[config.mk]
export PLATFORM = sky130hd
export DESIGN_NAME = npd_dist
export DESIGN_NICKNAME = d
export VERILOG_FILES = /design/src/design/npd_pkg.sv /design/src/design/npd_dist.sv
export SDC_FILE = /design/constraint.sdc
export NUM_CORES = 1
export LEC_CHECK = 0
export ABC_AREA = 1
export BUFFER_PORTS_ARGS = -buffer_cell sky130_fd_sc_hd__buf_4
export CAP_MARGIN = 20
export CORE_MARGIN = 2
export CORE_UTILIZATION = 28
export DETAILED_ROUTE_END_ITERATION = 8
export SYNTH_ARGS = -nofsm -noshare
export SYNTH_HDL_FRONTEND = slang
export SYNTH_SLANG_ARGS = --single-unit
[constraint.sdc]
create_clock -name clk -period 6.9 [get_ports clk]
set_input_delay 1.38 -clock clk [delete_from_list [all_inputs] [get_ports clk]]
set_output_delay 1.38 -clock clk [all_outputs]
set_load 0.01 [all_outputs]
[src/design/npd_pkg.sv]
// shared types and constants of the nearest point distance block
package npd_pkg;

    localparam int DIST_W = 17;
    localparam int SQ_W   = 33;
    localparam int BEST_W = 34;
    localparam int RAD_W  = 34;
    localparam int REM_W  = 20;
    localparam int ROOT_W = 17;
    localparam int LIM_W  = 17;
    localparam int INDEX_W = 10;
    localparam int COUNT_W = 11;
    localparam int APB_ADDR_W = 3;
    localparam int APB_DATA_W = 32;

    localparam logic REG_POINT_COUNT = 1'b0;

    localparam logic MODE_LOAD  = 1'b0;
    localparam logic MODE_QUERY = 1'b1;

    typedef struct packed {
        logic              valid;
        logic [RAD_W-1:0]  rad;
        logic [REM_W-1:0]  rem;
        logic [ROOT_W-1:0] root;
    } sqrt_stage_t;

endpackage

[src/design/npd_dist.sv]
// pipelined squared distance unit, clamped to the width the root needs
module npd_dist #(
    parameter int COORD_WIDTH = 16
) (
    input  logic                              clk,
    input  logic                              rst_n,
    input  logic                              in_valid,
    input  logic signed [COORD_WIDTH-1:0]     qx,
    input  logic signed [COORD_WIDTH-1:0]     qy,
    input  logic signed [COORD_WIDTH-1:0]     px,
    input  logic signed [COORD_WIDTH-1:0]     py,
    output logic                              busy,
    output logic                              out_valid,
    output logic [npd_pkg::BEST_W-1:0]        out_sq
);

    localparam int DW    = COORD_WIDTH + 1;
    localparam int EXT_W = (DW > npd_pkg::LIM_W) ? DW : npd_pkg::LIM_W + 1;
    localparam int PW    = 2 * npd_pkg::LIM_W;

    logic signed [DW-1:0] diff_x;
    logic signed [DW-1:0] diff_y;
    logic [DW-1:0]        abs_x;
    logic [DW-1:0]        abs_y;

    logic                 va_reg;
    logic [DW-1:0]        dx_reg;
    logic [DW-1:0]        dy_reg;

    logic [EXT_W-1:0]     dx_ext;
    logic [EXT_W-1:0]     dy_ext;
    logic                 ovf_next;
    logic [PW-1:0]        sqx_next;
    logic [PW-1:0]        sqy_next;

    logic                 vb_reg;
    logic                 ovf_reg;
    logic [PW-1:0]        sqx_reg;
    logic [PW-1:0]        sqy_reg;

    logic [PW:0]          sum;
    logic [npd_pkg::BEST_W-1:0] sq_next;

    logic                 vc_reg;
    logic [npd_pkg::BEST_W-1:0] sq_reg;

    // stage a: absolute differences
    always_comb
    begin
        diff_x = $signed({qx[COORD_WIDTH-1], qx}) - $signed({px[COORD_WIDTH-1], px});
        diff_y = $signed({qy[COORD_WIDTH-1], qy}) - $signed({py[COORD_WIDTH-1], py});
        abs_x  = diff_x[DW-1] ? DW'(-diff_x) : DW'(diff_x);
        abs_y  = diff_y[DW-1] ? DW'(-diff_y) : DW'(diff_y);
    end

    // stage b: squares of the low bits, anything larger saturates
    always_comb
    begin
        dx_ext   = EXT_W'(dx_reg);
        dy_ext   = EXT_W'(dy_reg);
        ovf_next = (|dx_ext[EXT_W-1:npd_pkg::LIM_W]) | (|dy_ext[EXT_W-1:npd_pkg::LIM_W]);
        sqx_next = PW'(dx_ext[npd_pkg::LIM_W-1:0]) * PW'(dx_ext[npd_pkg::LIM_W-1:0]);
        sqy_next = PW'(dy_ext[npd_pkg::LIM_W-1:0]) * PW'(dy_ext[npd_pkg::LIM_W-1:0]);
    end

    // stage c: sum with clamp
    always_comb
    begin
        sum = (PW + 1)'(sqx_reg) + (PW + 1)'(sqy_reg);
        if (ovf_reg || sum[PW])
        begin
            sq_next = '1;
        end
        else
        begin
            sq_next = sum[npd_pkg::BEST_W-1:0];
        end
    end

    always_ff @(posedge clk or negedge rst_n)
    begin
        if (!rst_n)
        begin
            va_reg <= 1'b0;
            vb_reg <= 1'b0;
            vc_reg <= 1'b0;
        end
        else
        begin
            va_reg <= in_valid;
            vb_reg <= va_reg;
            vc_reg <= vb_reg;
        end
    end

    always_ff @(posedge clk)
    begin
        dx_reg  <= abs_x;
        dy_reg  <= abs_y;
        ovf_reg <= ovf_next;
        sqx_reg <= sqx_next;
        sqy_reg <= sqy_next;
        sq_reg  <= sq_next;
    end

    assign busy      = va_reg | vb_reg | vc_reg;
    assign out_valid = vc_reg;
    assign out_sq    = sq_reg;

endmodule

==> flow_metrics.env <==
export IMPL_gp_congestion=0.891
export IMPL_status="complete, no violations"
export IMPL_wl_per_cell_um=13.1
export IMPL_synth_compound_area_share_pct=6.70
export IMPL_row_count=108
export IMPL_die_h_um=301
export IMPL_io_pin_count=103
export IMPL_syn_area_sq_um=24700
export IMPL_hold_class="reg2reg"
export IMPL_synth_cells=3262
export IMPL_cpMostUsedCell="fa_1"
export IMPL_cpPeakStageDelay_ns=0.87
export IMPL_grt_pass1_wl_um=99100
export IMPL_synth_top_family_by_area="adder cells"
export IMPL_post_cts_setup_buffers=0
export IMPL_clk_latency_ns=0.48
export IMPL_place_inst=4450
export IMPL_fillerInstances=9348
export IMPL_drc_errors=0
export IMPL_fin_nets=4045
export IMPL_final_common_cell="inv_1"
export IMPL_hold_viol_final=0
export IMPL_cts_inserted_buffers=17
export IMPL_numPortBuffers=102
export IMPL_cp_num_buf_inv=5
export IMPL_yosys_warnings=0
export IMPL_synthArstFlopShare_pct=2.19
export IMPL_routed_wl_um=58900
export IMPL_die_area_sq_um=90700
export IMPL_path_cells="nand2_1 > fa_1 > inv_1 > fa_1 > inv_1 > fa_1 > inv_1 > fa_1 > fa_1 > inv_1 > fa_1 > inv_1 > ha_1 > nand2_1 > nor2_1 > nand2_1 > o21ai_0 > a21oi_1 > xnor2_1"
export IMPL_max_slew_margin_pct=40.8
export IMPL_syn_avg_cell_area_sq_um=7.58
export IMPL_required_ns=7.27
export IMPL_track_usage_pct=13.6
export IMPL_routed_via_density=4.37
export IMPL_muxShareOfSynthArea_pct=0
export IMPL_critPathMaxFanout=17
export IMPL_ant_nets=0
export IMPL_antenna_found_initial=0
export IMPL_clock_path_buffers=2
export IMPL_fin_crit_ns=6.41
export IMPL_critical_path_arrival_ns=6.78
export IMPL_coreArea_sq_um=87200
export IMPL_ys_seq_area_share_pct=11.2
export IMPL_path_clk_slew_ns=0.07
export IMPL_synth_fa_ha_area_share_pct=45.2
export IMPL_finalMaxSlewViolations=0
export IMPL_fin_setup_tns_ns=0
export IMPL_setup_viol=0
export IMPL_synth_edff_count=0
export IMPL_synth_net_count=3993
export IMPL_cap_violations=0
export IMPL_grt_pass1_vias=20100
export IMPL_fin_cells=4483
export IMPL_cts_hold_buf=0
export IMPL_cts_resized_gates=0
export IMPL_synth_xor_area_share_pct=3.79
export IMPL_worstMarginPinSlew_ns=0.887
export IMPL_largest_register_ffs=34
export IMPL_globalRouteOverflowTotal=0
export IMPL_initial_core_util_pct=28.4
export IMPL_grt_max_degree=28
export IMPL_drtPass1Iterations=6
export IMPL_start_kind="flip-flop"
export IMPL_dr_first_iter_drc_count=1142
export IMPL_yosys_most_used_dff="dfxtp_1"
export IMPL_synth_area_top_cells="fa_1 31%, ha_1 14%, inv_1 13%, nand2_1 11%, dfxtp_1 11%"
export IMPL_r2r_slack_ns=0.49
export IMPL_final_cell_mix="884 x inv_1, 724 x nand2_1, 382 x fa_1"
export IMPL_cts_tree="done"
export IMPL_syn2layout_area_growth_pct=10.2
export IMPL_ys_types=40
export IMPL_yosys_area_top_type_share_pct=30.9
export IMPL_synthSimpleGateAreaFrac_pct=18.3
export IMPL_layout_drive_gt1_share_pct=5.62
export IMPL_numClockSinks=137
export IMPL_dieWidth_um=301
export IMPL_ys_seq_elements=137
export IMPL_slowest_stage="dfxtp_1"
export IMPL_via_count=19600
export IMPL_root_buffer="clkbuf_16"
export IMPL_yosysTopAreaCell="fa_1"
export IMPL_fin_worst_skew_ns=0.0272
export IMPL_cp_top_family="adder cells"
export IMPL_fmax_mhz=156
export IMPL_rsz0062_at_grt="no"
export IMPL_cp_end_kind="flip-flop"
export IMPL_worstSetupPathType="reg2reg"
export IMPL_place_hpwl_um=51000
export IMPL_htreeDepth=4
export IMPL_period_share_pct=92.9
## cells by family (layout without fill, tap and decap cells)
logic type	Yosys count	after routing
and+or+nand+nor	1092	1092
buffers and inverters	963	1028
adders and majority gates	664	664
AOI/OAI and AO/OA	299	299
DFF	137	137
xor gates and xnor gates	107	107
other	0	1
## per-stage QoR
step / instance area, sq um / setup WS (ns) / util, % / hold slack, ns
after floorplan: 24700 / 1.43 / - / 0.329
after global placement: 26700 / 0.594 / 30.6 / 0.357
after detailed placement: 26700 / 0.581 / 30.6 / 0.357
after CTS: 27200 / 0.551 / 31.3 / 0.382
after global routing: 27200 / 0.203 / 31.3 / 0.398
final: 27200 / 0.491 / 31.3 / 0.378
## path summary, 6_finish.rpt
kind                       startpoint     endpoint  cells after the start
min reg2reg                    vb_reg    out_valid                      0
min in group asynchronous       rst_n       va_reg                      1
min                            vb_reg    out_valid                      0
max in group asynchronous       rst_n    out_valid                      1
max                         dy_reg[7]  sqy_reg[21]                     19
max reg2reg                 dy_reg[7]  sqy_reg[21]                     19
## worst reg2reg max path, delay by kind of cell (launching register included)
family	cells	cell delay, ns
AOI/OAI and AO/OA	2	0.84
buffers and inverters	5	0.25
xor gates and xnor gates	1	0.29
adders and majority gates	7	3.39
and+or+nand+nor	4	0.67
DFF	1	0.87
## area by class of cell
cell class                 instances  area, sq um  share of cell area, %
tap                             1155         1450                   5.31
sequential                       137         2760                   10.1
antenna                            1         2.50                0.00919
clock inverter                    15          150                  0.551
multi-input combinational       2162        18300                   67.2
timing repair buffer             111          833                   3.06
clock buffer                      17          425                   1.56
inverter                         885         3320                   12.2
## synthesized netlist by cell type (4+ instances only)
cell type and number:
inv_1 884, nand2_1 724, fa_1 382, ha_1 282, a21oi_1 156, nor2_1 154, dfxtp_1 134, nand3_1 109
o21ai_0 80, clkbuf_1 71, xor2_1 64, xnor2_1 43, nand4_1 27, nor3_1 21, a21o_1 19, nand2_2 19
o21bai_1 19, nand3_2 14, nor4_1 6, o21a_1 6, or2_2 6, a31oi_1 4, buf_6 4, o211ai_1 4
## layer usage
layer	up-vias	global-route usage [%]	wire length [um]	share of wire (%)
li1	9830	-	-	-
met3	56	1.82	2210	3.8
met4	0	3.73	1130	1.9
met5	-	0	0	0
met2	335	22.6	27600	47
met1	9390	18.5	28000	48
Power is not shown: default switching activity piles up to over one toggle a cycle in this logic, so the estimate is an artifact.
