**config.mk**
```make
export PLATFORM = sky130hd
export DESIGN_NAME = npd_sqrt_cell
export DESIGN_NICKNAME = d
export VERILOG_FILES = /design/src/design/npd_pkg.sv /design/src/design/npd_sqrt_cell.sv
export SDC_FILE = /design/constraint.sdc
export NUM_CORES = 1
export LEC_CHECK = 0
export ABC_AREA = 1
export ABC_CLOCK_PERIOD_IN_PS = 800
export CORE_UTILIZATION = 62
export CTS_CLUSTER_DIAMETER = 100
export DETAILED_ROUTE_END_ITERATION = 6
export DONT_BUFFER_PORTS = 1
export PLACE_DENSITY = 0.84
export REMOVE_ABC_BUFFERS = 1
export SKIP_CTS_REPAIR_TIMING = 1
export SLEW_MARGIN = 10
export SYNTH_ARGS = -nofsm -noshare
export SYNTH_HDL_FRONTEND = slang
export SYNTH_SLANG_ARGS = --single-unit
```
**constraint.sdc**
```tcl
create_clock -name clk -period 0.8 [get_ports clk]
set_input_delay 0.08 -clock clk [delete_from_list [all_inputs] [get_ports clk]]
set_output_delay 0.08 -clock clk [all_outputs]
set_load 0.01 [all_outputs]
```
**src/design/npd_pkg.sv**
```systemverilog
// shared types and constants of the nearest point distance block
package npd_pkg;

    localparam int DIST_W = 17;
    localparam int SQ_W   = 33;
    localparam int BEST_W = 34;
    localparam int RAD_W  = 34;
    localparam int REM_W  = 20;
    localparam int ROOT_W = 17;
    localparam int LIM_W  = 17;
    localparam int INDEX_W = 10;
    localparam int COUNT_W = 11;
    localparam int APB_ADDR_W = 3;
    localparam int APB_DATA_W = 32;

    localparam logic REG_POINT_COUNT = 1'b0;

    localparam logic MODE_LOAD  = 1'b0;
    localparam logic MODE_QUERY = 1'b1;

    typedef struct packed {
        logic              valid;
        logic [RAD_W-1:0]  rad;
        logic [REM_W-1:0]  rem;
        logic [ROOT_W-1:0] root;
    } sqrt_stage_t;

endpackage

```
**src/design/npd_sqrt_cell.sv**
```systemverilog
// one digit step of the integer square root chain
module npd_sqrt_cell (
    input  logic                 clk,
    input  logic                 rst_n,
    input  npd_pkg::sqrt_stage_t stage_in,
    output npd_pkg::sqrt_stage_t stage_out
);

    logic [npd_pkg::REM_W-1:0]  rem_sh;
    logic [npd_pkg::REM_W-1:0]  trial;
    logic                       take;

    logic                       valid_reg;
    logic [npd_pkg::RAD_W-1:0]  rad_reg;
    logic [npd_pkg::REM_W-1:0]  rem_reg;
    logic [npd_pkg::ROOT_W-1:0] root_reg;

    always_comb
    begin
        rem_sh = {stage_in.rem[npd_pkg::REM_W-3:0],
                  stage_in.rad[npd_pkg::RAD_W-1:npd_pkg::RAD_W-2]};
        trial  = npd_pkg::REM_W'({stage_in.root, 2'b01});
        take   = (rem_sh >= trial);
    end

    always_ff @(posedge clk or negedge rst_n)
    begin
        if (!rst_n)
        begin
            valid_reg <= 1'b0;
        end
        else
        begin
            valid_reg <= stage_in.valid;
        end
    end

    always_ff @(posedge clk)
    begin
        rad_reg  <= {stage_in.rad[npd_pkg::RAD_W-3:0], 2'b00};
        rem_reg  <= take ? (rem_sh - trial) : rem_sh;
        root_reg <= {stage_in.root[npd_pkg::ROOT_W-2:0], take};
    end

    assign stage_out.valid = valid_reg;
    assign stage_out.rad   = rad_reg;
    assign stage_out.rem   = rem_reg;
    assign stage_out.root  = root_reg;

endmodule

```
==> results of run 1 <==
through the flow:
stage / TNS, ns / worst slack (ns) / instances / hold WS, ns
after CTS: -9.776 / -0.5081 / 516 / -0.5777
after detailed placement: -16.61 / -0.8488 / 501 / -0.2156
after global placement: -15.23 / -0.7419 / 501 / -0.2156
after floorplan: -12.97 / -0.6372 / 391 / -0.2156
cell families after synthesis:
family,Yosys count,synth area share (%)
and+or+nand+nor,206,29.05
xor gates and xnor gates,10,2.881
AOI/OAI and AO/OA,22,4.156
buffers and inverters,68,9.712
other,1,0.1233
DFF,70,46.25
adders and majority gates,19,7.819
==> impl_metrics.tcl, run 1 <==
set metrics [dict create \
    status "stopped before the end" \
    lastStage "5_1_grt" \
    tool.error "[ERROR DPL-0038] Utilization greater than 100%, impossible to legalize" \
    grt-worst-endpoint "rem_reg[13]$_DFF_P_/D" \
    synth.ff_latch_count 70 \
    synth_top_area_share_pct 45.43 \
    initial_utilization_pct 64.37 \
    clock-sinks 70 \
    ys_seq_area_share_pct 46.26 \
    grt_max_degree 20 \
    htree_levels 3 \
    die_x_um 72.03 \
    ctsLongestPathBuffers 2 \
    gp_congestion 0.9111 \
    synth_most_common_cell "nand2_1" \
    synth.distinct_cells 30 \
    synth_edf_count 0 \
    placed_cell_area_mm2 0.003391 \
    synthCells 396 \
    synth_area_mm2 0.003040 \
    avgSynthCellArea_um2 7.678 \
    fp.dieH_um 72.03 \
    yosysTopAreaCell "dfxtp_1" \
    numPortBuffers 0 \
    fp-row-count 25 \
    yosysWarnings 0 \
    synth_common_cells "nand2_1 (137), dfxtp_1 (69), inv_1 (56)" \
    async_flop_share_pct 1.429 \
    yosys-top-cells-area "dfxtp_1 (45%), nand2_1 (17%), ha_1 (7.8%)" \
    ios 146 \
    hpwl_um 5924 \
    cts-root-buf "clkbuf_8" \
    cts_buffers 9 \
    worst-ep-kind "register input" \
    synth_top_flop_cell "dfxtp_1" \
]
==> run 2, diff against run 1 <==
--- a/config.mk
+++ b/config.mk
@@ -7,11 +7,10 @@
 export LEC_CHECK = 0
 export ABC_AREA = 1
 export ABC_CLOCK_PERIOD_IN_PS = 800
-export CORE_UTILIZATION = 62
-export CTS_CLUSTER_DIAMETER = 100
+export CORE_UTILIZATION = 40
 export DETAILED_ROUTE_END_ITERATION = 6
 export DONT_BUFFER_PORTS = 1
-export PLACE_DENSITY = 0.84
+export PLACE_DENSITY_LB_ADDON = 0.15
 export REMOVE_ABC_BUFFERS = 1
 export SKIP_CTS_REPAIR_TIMING = 1
 export SLEW_MARGIN = 10
==> run 2 against run 1 <==
  * The flow now finishes, with violations (hold timing, setup timing)
  * Synthesized area stayed put
  * Synthesized cell count stayed put
==> impl_metrics.tcl, run 2 <==
set metrics [dict create \
    status "finished with violations" \
    violations "hold timing, setup timing" \
    slowest_delay_ns 0.28 \
    avgRoutedWirePerCell_um 14.78 \
    synth_common_cells "nand2_1 (137), dfxtp_1 (69), inv_1 (56)" \
    p_int_mw 6.871 \
    synth_most_common_cell "nand2_1" \
    die_x_um 89.19 \
    grt_usage_pct 18.18 \
    clock-sinks 70 \
    critical_path_buf_inv_count 3 \
    netSwitchingFraction_pct 29.68 \
    crit_arrival_ns 1.41 \
    hp-class "primary input to flip-flop" \
    drv_slew 0 \
    ctsLongestPathBuffers 2 \
    fp.dieH_um 89.19 \
    ir_drop_uv 952.5 \
    maxCapViolations 0 \
    via_per_inst 4.628 \
    gp_congestion 0.8958 \
    drive_gt1_share_pct 48.49 \
    htree_levels 3 \
    largest_reg_flops 32 \
    route.antenna.remaining_nets 0 \
    max_freq_mhz 893.3 \
    required_ns 1.09 \
    grt_max_degree 20 \
    antennaDiodeCount 0 \
    p_comb_share_pct 24.4 \
    yosysWarnings 0 \
    overflow 0 \
    drt-initial-drc-count 101 \
    fp-row-count 31 \
    dieArea_mm2 0.007954 \
    p_per_area_mw_per_mm2 1893 \
    worst_setup_path_start_kind "primary input" \
    synth.ff_latch_count 70 \
    crit_path_top_delay_cell "ha_4" \
    cts_tree "yes" \
    async_flop_share_pct 1.429 \
    final_common_cell "nand2_1" \
    grt_first_pass_wirelength_um 10640 \
    ys_seq_area_share_pct 46.26 \
    critical_path_class "primary input to flip-flop" \
    yosys-top-cells-area "dfxtp_1 (45%), nand2_1 (17%), ha_1 (7.8%)" \
    fin_nets 618 \
    synth_edf_count 0 \
    n_fill_cell 587 \
    via_count 2911 \
    numPortBuffers 0 \
    synthCells 396 \
    multi_input_area_mm2 0.001898 \
    synth_top_flop_cell "dfxtp_1" \
    yosysTopAreaCell "dfxtp_1" \
    initial_utilization_pct 41.70 \
    fin_crit_sh_pct 139.9 \
    routed_wl_um 9298 \
    first_pass_iters 4 \
    worst_hold_slack_ns -0.1600 \
    p_leak_nw 2.427 \
    hpwl_um 5915 \
    pwr-share-clk_pct 32.7 \
    avgSynthCellArea_um2 7.678 \
    cp_top_family "simple AND/OR/NAND/NOR gates" \
    synth_top_area_share_pct 45.43 \
    core_mm2 0.007292 \
    cp-end-kind "flip-flop" \
    ff_latch_area_mm2 0.001489 \
    fin_ws_ns -0.3194 \
    min_period_ns 1.119 \
    rsz0062_at_grt "true" \
    ios 146 \
    fin_tns_setup_ns -5.989 \
    path_cells "inv_8 -> ha_4 -> nand2_4 -> inv_2 -> nand2_2 -> nor2_2 -> nand3_2 -> nand2_2 -> nor2_4 -> nand2_8 -> buf_8 -> nand3_2 -> nand2_1" \
    final_util_pct 70.78 \
    clkSlewWorstSetupHoldPaths_ns 0.08 \
    drc 0 \
    setup_violations 23 \
    synth_area_mm2 0.003040 \
    finalHoldViolations 1 \
    cts_buffers 9 \
    synth.distinct_cells 30 \
    grt_pass1_vias 2385 \
    final_cell_mix "nand2_1 (107), dlygate4sd3_1 (69), dfxtp_2 (66)" \
    antenna_found_initial 0 \
    p_sw_mw 2.899 \
    seqPwrFrac_pct 42.9 \
    syn_to_final_growth_pct 69.75 \
    path_max_fanout 7 \
    cts-root-buf "clkbuf_8" \
]
## run 2: cell type report
class / instances / area share (%)
multi-input cells: 259 / 36.78
flip-flops and latches: 70 / 28.85
repair buffers: 121 / 21.72
inverters: 62 / 5.624
clock buffers: 10 / 2.473
well taps: 99 / 2.400
clock inverters: 6 / 1.818
repair inverters: 2 / 0.3394
## run 2: through the flow
step           power (mW)  worst slack (ns)  area, um2  instances  hold slack [ns]
2_1_floorplan       5.123           -0.6372       2984        391          -0.2156
3_3_place_gp        5.676           -0.7634       3461        537          -0.2156
3_5_place_dp        5.690           -0.7653       3461        537          -0.2156
4_1_cts             8.867           -0.4215       3682        553          -0.5868
5_1_grt             10.26           -0.3852       5161        629          -0.1641
6_report            9.770           -0.3194       5161        629          -0.1600
## run 2: final timing paths
path | startpoint | endpoint | slack (ns) | cells past startpoint
worst max-delay path | stage_in[5] | rem_reg[14]$_DFF_P_ | -0.32 | 13
worst min-delay path | stage_in[69] | rem_reg[0]$_DFF_P_ | -0.16 | 2
max in group asynchronous | rst_n | valid_reg$_DFF_PN0_ | 0.23 | 2
min in group asynchronous | rst_n | valid_reg$_DFF_PN0_ | 0.47 | 2
## run 2: power by group through the flow
stage	Sequential, mW	Combinational [mW]	Clock [mW]
2_1_floorplan	4.16	0.965	0
3_3_place_gp	4.21	1.47	0
3_5_place_dp	4.21	1.48	0
4_1_cts	4.13	1.49	3.25
5_1_grt	4.23	2.62	3.41
6_report	4.19	2.38	3.19
## run 2: per-layer routing
metal | wire length (um) | track usage, % | vias up
met5 | 0 | 0 | -
met4 | 138 | 5.628 | 0
met3 | 831 | 5.910 | 13
met2 | 4622 | 32.20 | 122
met1 | 3706 | 20.74 | 1310
li1 | - | - | 1466
## run 2: kinds of logic (layout without fill, tap and decap cells)
logic type / Yosys count / count (layout) / synth area share, %
AOI/OAI and AO/OA: 22 / 22 / 4.156
xor gates and xnor gates: 10 / 10 / 2.881
adders and majority gates: 19 / 19 / 7.819
buffers and inverters: 68 / 201 / 9.712
DFF: 70 / 70 / 46.25
other: 1 / 2 / 0.1233
and+or+nand+nor: 206 / 206 / 29.05
Power figures use the tool's default switching activity.
==> run 3, diff against run 2 <==
==> constraint.sdc (replaced) <==
create_clock -name clk -period 0.8 [get_ports clk]
set_input_delay 0.16 -clock clk [delete_from_list [all_inputs] [get_ports clk]]
set_output_delay 0.16 -clock clk [all_outputs]
set_load 0.01 [all_outputs]
==> run 3 against run 2 <==
  * The flow still finishes with violations (hold timing, setup timing)
  * Flip-flop and latch count did not move
  * Final cell count fell by 0.64%
  * Via count rose by 0.10%
  * Maximum frequency barely moved
  * Power fell by 3.3%
  * Sequential share of layout area rose by 0.53 points
  * Critical path type unchanged
  * Largest power group unchanged
  * Routed wire length fell by 2.3%
  * Utilization fell by 1.3 points
  * Sequential power barely moved
  * Global-route usage rose by 0.82 points
==> impl_metrics.tcl, run 3 (synthesis results as in run 2) <==
set metrics [dict create \
    status "finished with violations" \
    violations "hold timing, setup timing" \
    fp-row-count 31 \
    initial_utilization_pct 41.70 \
    path_cells "inv_8 -> ha_4 -> nand2_4 -> inv_2 -> nand2_4 -> nor2_4 -> nand3_2 -> nand2_2 -> nor2_4 -> nand2_4 -> buf_8 -> nand3_2 -> nand2_1" \
    clkSlewWorstSetupHoldPaths_ns 0.08 \
    critical_path_class "primary input to flip-flop" \
    ios 146 \
    p_leak_nw 2.367 \
    cp-end-kind "flip-flop" \
    core_mm2 0.007292 \
    rsz0062_at_grt "true" \
    crit_arrival_ns 1.42 \
    hold-path-cell-count 0 \
    p_per_area_mw_per_mm2 1865 \
    first_pass_iters 4 \
    setup_violations 91 \
    holdPathEnd "root_reg[14]$_DFF_P_" \
    gp_congestion 0.8967 \
    final_common_cell "nand2_1" \
    fin_ws_ns -0.3195 \
    antennaDiodeCount 0 \
    slowest_delay_ns 0.29 \
    hp-class "primary input to flip-flop" \
    max_freq_mhz 893.2 \
    largest_reg_flops 32 \
    dieArea_mm2 0.007954 \
    fp.dieH_um 89.19 \
    grt_usage_pct 19.00 \
    finalHoldViolations 2 \
    maxCapViolations 0 \
    clock-sinks 70 \
    worst_setup_path_start_kind "primary input" \
    numPortBuffers 0 \
    drt-initial-drc-count 74 \
    grt_first_pass_wirelength_um 10970 \
    hpwl_um 5894 \
    via_count 2914 \
    place_inst 537 \
    ctsLongestPathBuffers 2 \
    crit_path_top_delay_cell "ha_4" \
    syn_to_final_growth_pct 66.67 \
    fin_crit_sh_pct 139.9 \
    cts-root-buf "clkbuf_8" \
    grt_pass1_vias 2468 \
    die_x_um 89.19 \
    worst_hold_slack_ns -0.1746 \
    htree_levels 3 \
    crit_path_frequent_cell "nand2_4" \
    placed_cell_area_mm2 0.003461 \
    final_cells 625 \
    required_ns 1.10 \
    antenna_found_initial 0 \
    drc 0 \
    cts_buffers 9 \
    avgRoutedWirePerCell_um 14.54 \
    grt_max_degree 20 \
    n_fill_cell 602 \
    via_per_inst 4.662 \
    cts_tree "yes" \
    route.antenna.remaining_nets 0 \
    fin_area_mm2 0.005067 \
    min_period_ns 1.120 \
    drv_slew 0 \
    final_util_pct 69.49 \
    ir_drop_uv 884.2 \
    hp-start "stage_in[13]" \
    drive_gt1_share_pct 49.62 \
    final_cell_mix "nand2_1 (103), dlygate4sd3_1 (68), dfxtp_2 (66)" \
    path_max_fanout 7 \
    routed_wl_um 9085 \
    fin_nets 614 \
    overflow 0 \
]
-- run 3: worst max path at each step --
stage	from	to	slack, ns	depth (start not counted)
6_report	stage_in[13]	rem_reg[15]$_DFF_P_	-0.32	13
4_1_cts	stage_in[13]	rem_reg[15]$_DFF_P_	-0.50	11
3_3_place_gp	stage_in[13]	rem_reg[7]$_DFF_P_	-0.88	11
2_1_floorplan	stage_in[9]	rem_reg[11]$_DFF_P_	-0.72	11
5_1_grt	stage_in[12]	rem_reg[15]$_DFF_P_	-0.39	13
3_5_place_dp	stage_in[13]	rem_reg[15]$_DFF_P_	-0.86	11
-- run 3: final cells by class --
type	instances	area, um2	area share (%)
multi-input cells	259	1901	37.51
flip-flops and latches	70	1489	29.38
repair buffers	119	1090	21.51
inverters	62	265.3	5.235
clock buffers	10	127.6	2.519
well taps	99	123.9	2.444
clock inverters	6	71.32	1.407
-- run 3: metrics by stage --
step	setup slack [ns]	setup TNS, ns	power, mW	hold WS [ns]
2_1_floorplan	-0.7172	-14.65	5.123	-0.1356
3_3_place_gp	-0.8755	-17.71	5.675	-0.1356
3_5_place_dp	-0.8559	-17.32	5.687	-0.1356
4_1_cts	-0.5011	-16.48	8.594	-0.5166
5_1_grt	-0.3866	-13.91	9.990	-0.1935
6_report	-0.3195	-10.58	9.449	-0.1746
-- run 3: critical path, delay by kind of cell --
family | cells | cell delay (ns)
adders and majority gates | 1 | 0.29
and+or+nand+nor | 9 | 0.71
buffers and inverters | 3 | 0.22
-- run 3: report_power, final --
part	switching, mW	leakage (nW)	internal, mW
Clock	1.45	0.0931	1.46
Sequential	0.311	0.595	3.89
Combinational	1.17	1.68	1.17
Total	2.93	2.37	6.52
-- run 3: layer usage --
layer / share of wire, % / track usage (%)
met1: 41 / 21.59
met5: 0 / 0
met2: 49 / 31.37
met3: 8.1 / 6.556
met4: 2.4 / 10.25
